--- config.mk ---
export PLATFORM = sky130hd
export DESIGN_NAME = keyword_word_match_counter
export DESIGN_NICKNAME = d
export VERILOG_FILES = /design/src/rtl/core/kwmc_pkg.sv /design/src/rtl/core/kwmc_cell.sv /design/src/rtl/core/keyword_word_match_counter.sv
export SDC_FILE = /design/constraint.sdc
export NUM_CORES = 1
export LEC_CHECK = 0
export BUFFER_PORTS_ARGS = -buffer_cell sky130_fd_sc_hd__buf_2
export CAP_MARGIN = 20
export CORE_UTILIZATION = 40
export CTS_BUF_LIST = sky130_fd_sc_hd__clkbuf_8 sky130_fd_sc_hd__clkbuf_16
export CTS_CLUSTER_SIZE = 30
export DETAILED_ROUTE_END_ITERATION = 7
export PLACE_DENSITY = 0.58
export SLEW_MARGIN = 20
export SYNTH_ARGS = -nofsm -noshare
export SYNTH_HDL_FRONTEND = slang
export SYNTH_SLANG_ARGS = --single-unit
--- constraint.sdc ---
create_clock -name i_clk -period 5.94 [get_ports i_clk]
set_input_delay 0.297 -clock i_clk [delete_from_list [all_inputs] [get_ports i_clk]]
set_output_delay 0.297 -clock i_clk [all_outputs]
set_load 0.02 [all_outputs]
--- src/rtl/core/kwmc_pkg.sv ---
// ----------------------------------------------------------------------------
// kwmc_pkg
// Shared types, constants and helpers for the keyword word match counter.
// ----------------------------------------------------------------------------
package kwmc_pkg;

    localparam int unsigned CHAR_W     = 8;
    localparam int unsigned COUNT_W    = 16;
    localparam int unsigned LEN_W      = 5;
    localparam int unsigned CFG_DATA_W = 64;
    localparam int unsigned CFG_IDX_W  = 2;
    localparam int unsigned KEY_CHARS  = 16;
    localparam int unsigned KEY_IDX_W  = 4;

    localparam logic [CHAR_W-1:0] CHAR_SPACE  = 8'h20;
    localparam logic [CHAR_W-1:0] CHAR_COMMA  = 8'h2C;
    localparam logic [CHAR_W-1:0] CHAR_PERIOD = 8'h2E;
    localparam logic [CHAR_W-1:0] CHAR_LOW_S  = 8'h73;
    localparam logic [CHAR_W-1:0] CHAR_UP_A   = 8'h41;
    localparam logic [CHAR_W-1:0] CHAR_UP_Z   = 8'h5A;
    localparam logic [CHAR_W-1:0] CASE_BIT    = 8'h20;

    typedef enum logic [CFG_IDX_W-1:0] {
        REG_KEY_LOW  = 2'd0,
        REG_KEY_HIGH = 2'd1,
        REG_KEY_LEN  = 2'd2,
        REG_NONE     = 2'd3
    } t_cfg_reg;

    typedef struct packed {
        logic advance;
        logic flush;
    } t_cell_ctrl;

    function automatic logic [CHAR_W-1:0] fold_case(input logic [CHAR_W-1:0] c);
        logic [CHAR_W-1:0] r;
        r = c;
        if (c >= CHAR_UP_A && c <= CHAR_UP_Z) begin
            r = c | CASE_BIT;
        end
        return r;
    endfunction

endpackage

--- src/rtl/core/kwmc_cell.sv ---
// ----------------------------------------------------------------------------
// kwmc_cell
// One window position: holds a character, compares the incoming one with
// its keyword character and hands its character on to the next cell.
// ----------------------------------------------------------------------------
module kwmc_cell
    import kwmc_pkg::*;
(
    input  logic              i_clk,
    input  t_cell_ctrl        i_ctrl,
    input  logic [CHAR_W-1:0] i_char,
    input  logic [CHAR_W-1:0] i_key_char,
    input  logic              i_enable,
    output logic [CHAR_W-1:0] o_char,
    output logic              o_hit,
    output logic              o_is_space
);

    logic [CHAR_W-1:0] r_char;
    logic [CHAR_W-1:0] n_char;

    always_comb begin
        n_char = r_char;
        if (i_ctrl.advance) begin
            n_char = i_ctrl.flush ? '0 : i_char;
        end
    end

    always_ff @(posedge i_clk) begin
        r_char <= n_char;
    end

    assign o_char     = r_char;
    assign o_hit      = !i_enable || (fold_case(i_char) == fold_case(i_key_char));
    assign o_is_space = (i_char == CHAR_SPACE);

endmodule

--- src/rtl/core/keyword_word_match_counter.sv ---
// ----------------------------------------------------------------------------
// keyword_word_match_counter
// Counts case-insensitive whole-word keyword occurrences in a text record.
// ----------------------------------------------------------------------------
// Takes one text byte per cycle unless stalled; a record's count is given in
// the cycle after its end-of-record byte. The characters move through a row
// of MAX_KEYWORD_LEN + 1 cells, each comparing its character with one keyword
// character, so the match of every new byte is settled in the cycle it is
// taken. An occurrence counts when preceded by a space and followed by a
// space, comma, period or lower-case s; the start of a record is not a space
// and the end of a record is no follower. A new byte is taken while a count
// still waits to be taken, unless the output is stalled.
module keyword_word_match_counter
    import kwmc_pkg::*;
#(
    parameter int unsigned MAX_KEYWORD_LEN = 16
) (
    input  logic                  i_clk,
    input  logic                  i_rst_n,
    input  logic                  i_valid,
    output logic                  o_stall,
    input  logic [CHAR_W-1:0]     i_text_char,
    input  logic                  i_end_of_record,
    output logic                  o_valid,
    input  logic                  i_stall,
    output logic [COUNT_W-1:0]    o_match_count,
    input  logic                  i_cfg_we,
    input  logic [CFG_IDX_W-1:0]  i_cfg_index,
    input  logic [CFG_DATA_W-1:0] i_cfg_data
);

    localparam int unsigned NCELL  = MAX_KEYWORD_LEN + 1;
    localparam int unsigned FILL_W = $clog2(NCELL + 1);
    localparam logic [FILL_W-1:0] FILL_MAX = FILL_W'(NCELL);
    localparam logic [LEN_W-1:0]  LEN_MAX  = LEN_W'(MAX_KEYWORD_LEN);

    logic [CFG_DATA_W-1:0] r_key_low;
    logic [CFG_DATA_W-1:0] r_key_high;
    logic [LEN_W-1:0]      r_key_len;

    logic [FILL_W-1:0]  r_fill,    n_fill;
    logic [LEN_W-1:0]   r_skip,    n_skip;
    logic [COUNT_W-1:0] r_count,   n_count;
    logic               r_pend,    n_pend;
    logic               r_pre_ok,  n_pre_ok;
    logic               r_out_vld;
    logic [COUNT_W-1:0] r_out_cnt;

    logic                     accept;
    logic [LEN_W-1:0]         len_eff;
    logic [2*CFG_DATA_W-1:0]  key_all;
    t_cell_ctrl               cell_ctrl;
    logic [CHAR_W-1:0]        cell_in   [NCELL];
    logic [CHAR_W-1:0]        cell_out  [NCELL];
    logic [CHAR_W-1:0]        cell_key  [NCELL];
    logic [NCELL-1:0]         cell_en;
    logic [NCELL-1:0]         cell_hit;
    logic [NCELL-1:0]         cell_space;
    logic                     pre_space;
    logic                     follower;
    logic                     hit;
    logic [COUNT_W-1:0]       count_now;

    assign o_stall = r_out_vld && i_stall;
    assign accept  = i_valid && !o_stall;

    always_ff @(posedge i_clk) begin
        if (!i_rst_n) begin
            r_key_low  <= '0;
            r_key_high <= '0;
            r_key_len  <= LEN_W'(1);
        end else if (i_cfg_we) begin
            case (t_cfg_reg'(i_cfg_index))
                REG_KEY_LOW:  r_key_low  <= i_cfg_data;
                REG_KEY_HIGH: r_key_high <= i_cfg_data;
                REG_KEY_LEN:  r_key_len  <= i_cfg_data[LEN_W-1:0];
                default:      ;
            endcase
        end
    end

    always_comb begin
        len_eff = r_key_len;
        if (r_key_len == '0) begin
            len_eff = LEN_W'(1);
        end else if (r_key_len > LEN_MAX) begin
            len_eff = LEN_MAX;
        end
    end

    assign key_all         = {r_key_high, r_key_low};
    assign cell_ctrl.advance = accept;
    assign cell_ctrl.flush   = i_end_of_record;

    genvar k;
    generate
        for (k = 0; k < NCELL; k++) begin : g_cell
            logic [LEN_W-1:0] key_pos;

            assign key_pos    = len_eff - LEN_W'(k + 1);
            assign cell_en[k] = (LEN_W'(k) < len_eff);
            assign cell_key[k] = key_all[key_pos[KEY_IDX_W-1:0]*CHAR_W +: CHAR_W];

            if (k == 0) begin : g_head
                assign cell_in[k] = i_text_char;
            end else begin : g_link
                assign cell_in[k] = cell_out[k-1];
            end

            kwmc_cell u_cell (
                .i_clk      (i_clk),
                .i_ctrl     (cell_ctrl),
                .i_char     (cell_in[k]),
                .i_key_char (cell_key[k]),
                .i_enable   (cell_en[k]),
                .o_char     (cell_out[k]),
                .o_hit      (cell_hit[k]),
                .o_is_space (cell_space[k])
            );
        end
    endgenerate

    always_comb begin
        pre_space = 1'b0;
        for (int j = 0; j < NCELL; j++) begin
            if (len_eff == LEN_W'(j)) begin
                pre_space = cell_space[j];
            end
        end
    end

    assign hit      = &cell_hit;
    assign follower = (i_text_char == CHAR_SPACE) || (i_text_char == CHAR_COMMA) ||
                      (i_text_char == CHAR_PERIOD) || (i_text_char == CHAR_LOW_S);
    assign count_now = r_count + COUNT_W'(r_pend && r_pre_ok && follower);

    always_comb begin
        n_fill   = r_fill;
        n_skip   = r_skip;
        n_count  = r_count;
        n_pend   = r_pend;
        n_pre_ok = r_pre_ok;
        if (accept) begin
            n_count  = count_now;
            n_pend   = 1'b0;
            n_fill   = (r_fill < FILL_MAX) ? r_fill + FILL_W'(1) : r_fill;
            if (r_skip != '0) begin
                n_skip = r_skip - LEN_W'(1);
            end else if ((LEN_W + 1)'(n_fill) >= (LEN_W + 1)'(len_eff) && hit) begin
                n_pend   = 1'b1;
                n_pre_ok = ((LEN_W + 1)'(n_fill) > (LEN_W + 1)'(len_eff)) && pre_space;
                n_skip   = len_eff;
            end
            if (i_end_of_record) begin
                n_fill   = '0;
                n_skip   = '0;
                n_count  = '0;
                n_pend   = 1'b0;
                n_pre_ok = 1'b0;
            end
        end
    end

    always_ff @(posedge i_clk) begin
        if (!i_rst_n) begin
            r_fill   <= '0;
            r_skip   <= '0;
            r_count  <= '0;
            r_pend   <= 1'b0;
            r_pre_ok <= 1'b0;
        end else begin
            r_fill   <= n_fill;
            r_skip   <= n_skip;
            r_count  <= n_count;
            r_pend   <= n_pend;
            r_pre_ok <= n_pre_ok;
        end
    end

    // result register: one count per record
    always_ff @(posedge i_clk) begin
        if (!i_rst_n) begin
            r_out_vld <= 1'b0;
        end else if (accept && i_end_of_record) begin
            r_out_vld <= 1'b1;
        end else if (!i_stall) begin
            r_out_vld <= 1'b0;
        end
    end

    always_ff @(posedge i_clk) begin
        if (accept && i_end_of_record) begin
            r_out_cnt <= count_now;
        end
    end

    assign o_valid       = r_out_vld;
    assign o_match_count = r_out_cnt;

endmodule

==> metrics list <==
* TritonCTS buffer count: 36
* Fin Hold WS: 23.38 ps
- Routed wire length: 104400 µm
- The completed layout was analyzed and its total power is 5.921 mW.
- Asr flop ratio synth: 0%
- Sequential cells were found to cover 31.86% of the synthesized design area.
- Tightest Pin Transition: 1063 ps
- Based on the critical path, the design can be clocked at up to 177.5 MHz.
- In this run the tool buffered the top-level ports with 97 buffer cells.
* Most common cell in the synthesized netlist: sky130_fd_sc_hd__nand2_1
* Worst Reg2Reg Path Length in Cells: 18
- The count of endpoints failing hold in the final timing report came to 0.
- IR analysis of the VDD net gives a maximum drop of 0.2161 mV.
- At the worst endpoint, the arrival time is 6070 ps.
* Register-to-register path setup slack: 310 ps
- Run status: finished, final reports clean
* Fin crit period: 5633 ps
- Along the worst hold path, the cell count comes to 3.
- Core footprint: 0.05814 mm²
- Dominant cells by area after synthesis: sky130_fd_sc_hd__edfxtp_1 (18%), sky130_fd_sc_hd__dfxtp_1 (14%), sky130_fd_sc_hd__nand2_1 (7.0%)
* Mapped Nets: 2809
- The number of max-slew violations in the final report is 0.
* Clock root buffer: sky130_fd_sc_hd__clkbuf_16
- The finished cells cover 0.02695 mm².
- For this run the aggregate overflow at the end of global routing stands at 0.
- Level count of the clock H-tree: 2
- The synthesized design contains 306 register bits.
* Cell types with the highest counts after synthesis: sky130_fd_sc_hd__nand2_1 (445), sky130_fd_sc_hd__dfxtp_1 (162), sky130_fd_sc_hd__mux2i_1 (161), sky130_fd_sc_hd__nor2b_1 (147), sky130_fd_sc_hd__edfxtp_1 (144)
- In the final layout, the share of cells above drive strength 1 is 14.12%.
- Dominant cell type by area after synthesis: sky130_fd_sc_hd__edfxtp_1
* Row count: 88
* Setup WS post-layout: 307.0 ps
- Detailed placement ended at an HPWL of 79890 µm.
- Along the worst path, the maximum fanout reaches 16.
- For the final routed database, the setup TNS stands at 0 ps.
- The first global-routing pass estimated 150500 µm of wire.
- Die Width: 245.7 µm
- Setup violations remaining at the end of the flow were counted as 0.
- Initial standard-cell utilization of the core: 40.86%
- Number of global-route vias before repair: 21.78k
- Routed len/inst: 29.06 µm
* Ratio of routed vias to standard cells: 6.566
- Synthesized instance count: 2717
* Clock network latency to the later pin of the worst-skew pair: 570 ps
* Flip-flop cell with the highest count after synthesis: sky130_fd_sc_hd__dfxtp_1
- Power spread over the standard cell area amounts to 219.7 mW/mm².
- Slowest cell on the critical path: sky130_fd_sc_hd__or4_1
- After the last flow step, the layout net total stands at 2889.
- Placed instance count: 3473
- Tracing the worst setup path back leads to its startpoint at r_key_len[0].
- The worst hold path terminates at r_key_low[39].
- On the final layout, the worst clock skew is 21.61 ps.
- Setup repair after global routing left no endpoint under its margin.
- In this run the tightest slew margin relative to its limit is 29.15%.
* Type of the most critical hold path: in -> reg
- Number of distinct library cells after synthesis: 87
- Netlist Area Pre-Place: 0.02376 mm²
- Io pins: 98
- Router iterations before antenna repair: 6
- Yosys mapped a number of flops with a built-in enable equal to 144.
- Summing all placed instances gives a cell area of 0.02519 mm².
* Static Leakage: 9.817 nW
- Once detail routing completed, the nets flagged for antenna violations numbered 0.
* Final std cells w/o fill: 3591
- Overall die area: 0.06037 mm²
- Startpoint types: flip-flop
* Fill cell instance count of the final layout: 5667
- Starting DRT DRC Count: 2918
* Hold Startpoint: i_cfg_data[39]
* Sequence of cells on the critical path: nor2b_1 > nor2_4 > inv_2 > ha_1 > buf_4 > mux4_2 > a22o_1 > a221o_1 > or4_1 > nor3_1 > nor3_1 > xnor2_1 > o32ai_2 > o2111ai_1 > nor4_4 > buf_4 > o21ai_1 > mux2i_1
- Timing analysis after detailed placement gives a worst setup slack of 156.5 ps.
- The routed layout has 23.58k vias.
- Category of the most critical setup path: reg -> reg
- Area added between synthesis and finish: 13.46%
- Reg-to-reg critical path endpoint: r_skip[3]
- Synth top area share: 18.20%
- Entering global routing, the biggest net connects 121 pins.
- Placer's final routability congestion estimate: 1.041
- The clock net in this run drives a total of 306 sinks.
- At the worst endpoint, the required time is 6370 ps.
- Count of synthesis-stage warnings from yosys: 0
- Critical Path Max Stage Delay: 530 ps
- Die Y: 245.7 µm
- TritonCTS clock tree: done
- For this run, design rule violations remaining after detail routing come to 0.
- Worst-case clock buffer depth: 3
* Count of maximum capacitance violations: 0
* Post-layout util: 46.36%
- # Post-CTS Setup Buffers: 0
- Clock-pin slew was measured on the worst setup and hold paths at 60 ps.
- Of the available clock period, the critical path in the final layout requires 94.83%.
- In this run the critical register-to-register path is launched from r_key_len[0].
- Critical path endpoint category: flip-flop
* Overall global routing resource usage: 33.98%
- The number of antenna violations at the first check in global routing is 0.
- After synthesis, the mean cell area works out to 8.743 µm².
## power breakdown
group / internal, mW / switching (mW)
sequential: 2.32 / 0.180
combinational: 0.449 / 0.711
clock: 1.34 / 0.926
total: 4.10 / 1.82
## how the worst max path moves through the flow
stage | cells after the start | endpoint | slack [ps]
after detailed placement | 18 | r_skip[3] | 160
after global placement | 18 | r_skip[1] | 120
final | 18 | r_skip[3] | 310
after CTS | 18 | r_skip[3] | 100
after global routing | 18 | r_skip[1] | 150
after floorplan | 23 | r_pre_ok | 100
## layout by cell type, fill, tap and decap left out, drive strengths merged, types with 58 or more instances in the layout
cell    instances
a21oi         127
nand2         445
a21boi        134
mux4           72
buf           188
mux2i         161
nor2b         147
nor2          140
dfxtp         162
a22oi         107
edfxtp        144
nor3           58
xnor2          74
xor2           65
## sequential cells by signal, summed over array words and instances (netlist names)
signal,flops
g_cell.u_cell.o_char,128
o_match_count,16
o_valid,1
r_count,16
r_fill,5
r_key_high,64
r_key_len,5
r_key_low,64
r_pend,1
r_pre_ok,1
r_skip,5
## cell families (layout without fill, tap and decap cells)
group	after synthesis	count (layout)	share of synthesized area, %
muxes	268	268	15.27
buffers and inverters	242	350	4.261
DFF	306	306	31.86
xor gates and xnor gates	139	139	5.156
adders and majority gates	13	13	0.6742
and+or+nand+nor	1019	1019	20.64
AOI/OAI and AO/OA	730	730	22.15
other	0	1	0
## what timing repair did
item,CTS,global route
endpoints found under the hold margin,97,0
gates resized for setup,0,1
endpoints found under the setup margin,0,6
hold buffers,50,0
## layer usage
layer | wire [µm] | global-route usage (%)
met4 | 6841 | 19.36
met1 | 42280 | 45.77
met5 | 0 | 0
met2 | 44740 | 50.75
met3 | 10490 | 6.439
## worst max-delay path: cells and delay by family (launching register included)
kind            cells  cell delay (ps)
compound gates      5             1390
xor+xnor            1              160
fa+ha+maj           1              490
buf+inv             3              720
flops               1              490
mux                 2              630
simple gates        6             1570
## area by class of cell
| class | count | area, µm² | area share (%) |
|---|---|---|---|
| multi-input combinational | 2169 | 15240 | 56.56 |
| clock inverter | 20 | 166.4 | 0.6174 |
| inverter | 46 | 175.2 | 0.6499 |
| antenna | 1 | 2.502 | 0.009285 |
| tap | 765 | 957.2 | 3.551 |
| sequential | 306 | 7576 | 28.11 |
| clock buffer | 46 | 1050 | 3.895 |
| timing repair buffer | 238 | 1782 | 6.611 |
Power figures use the tool's default switching activity.
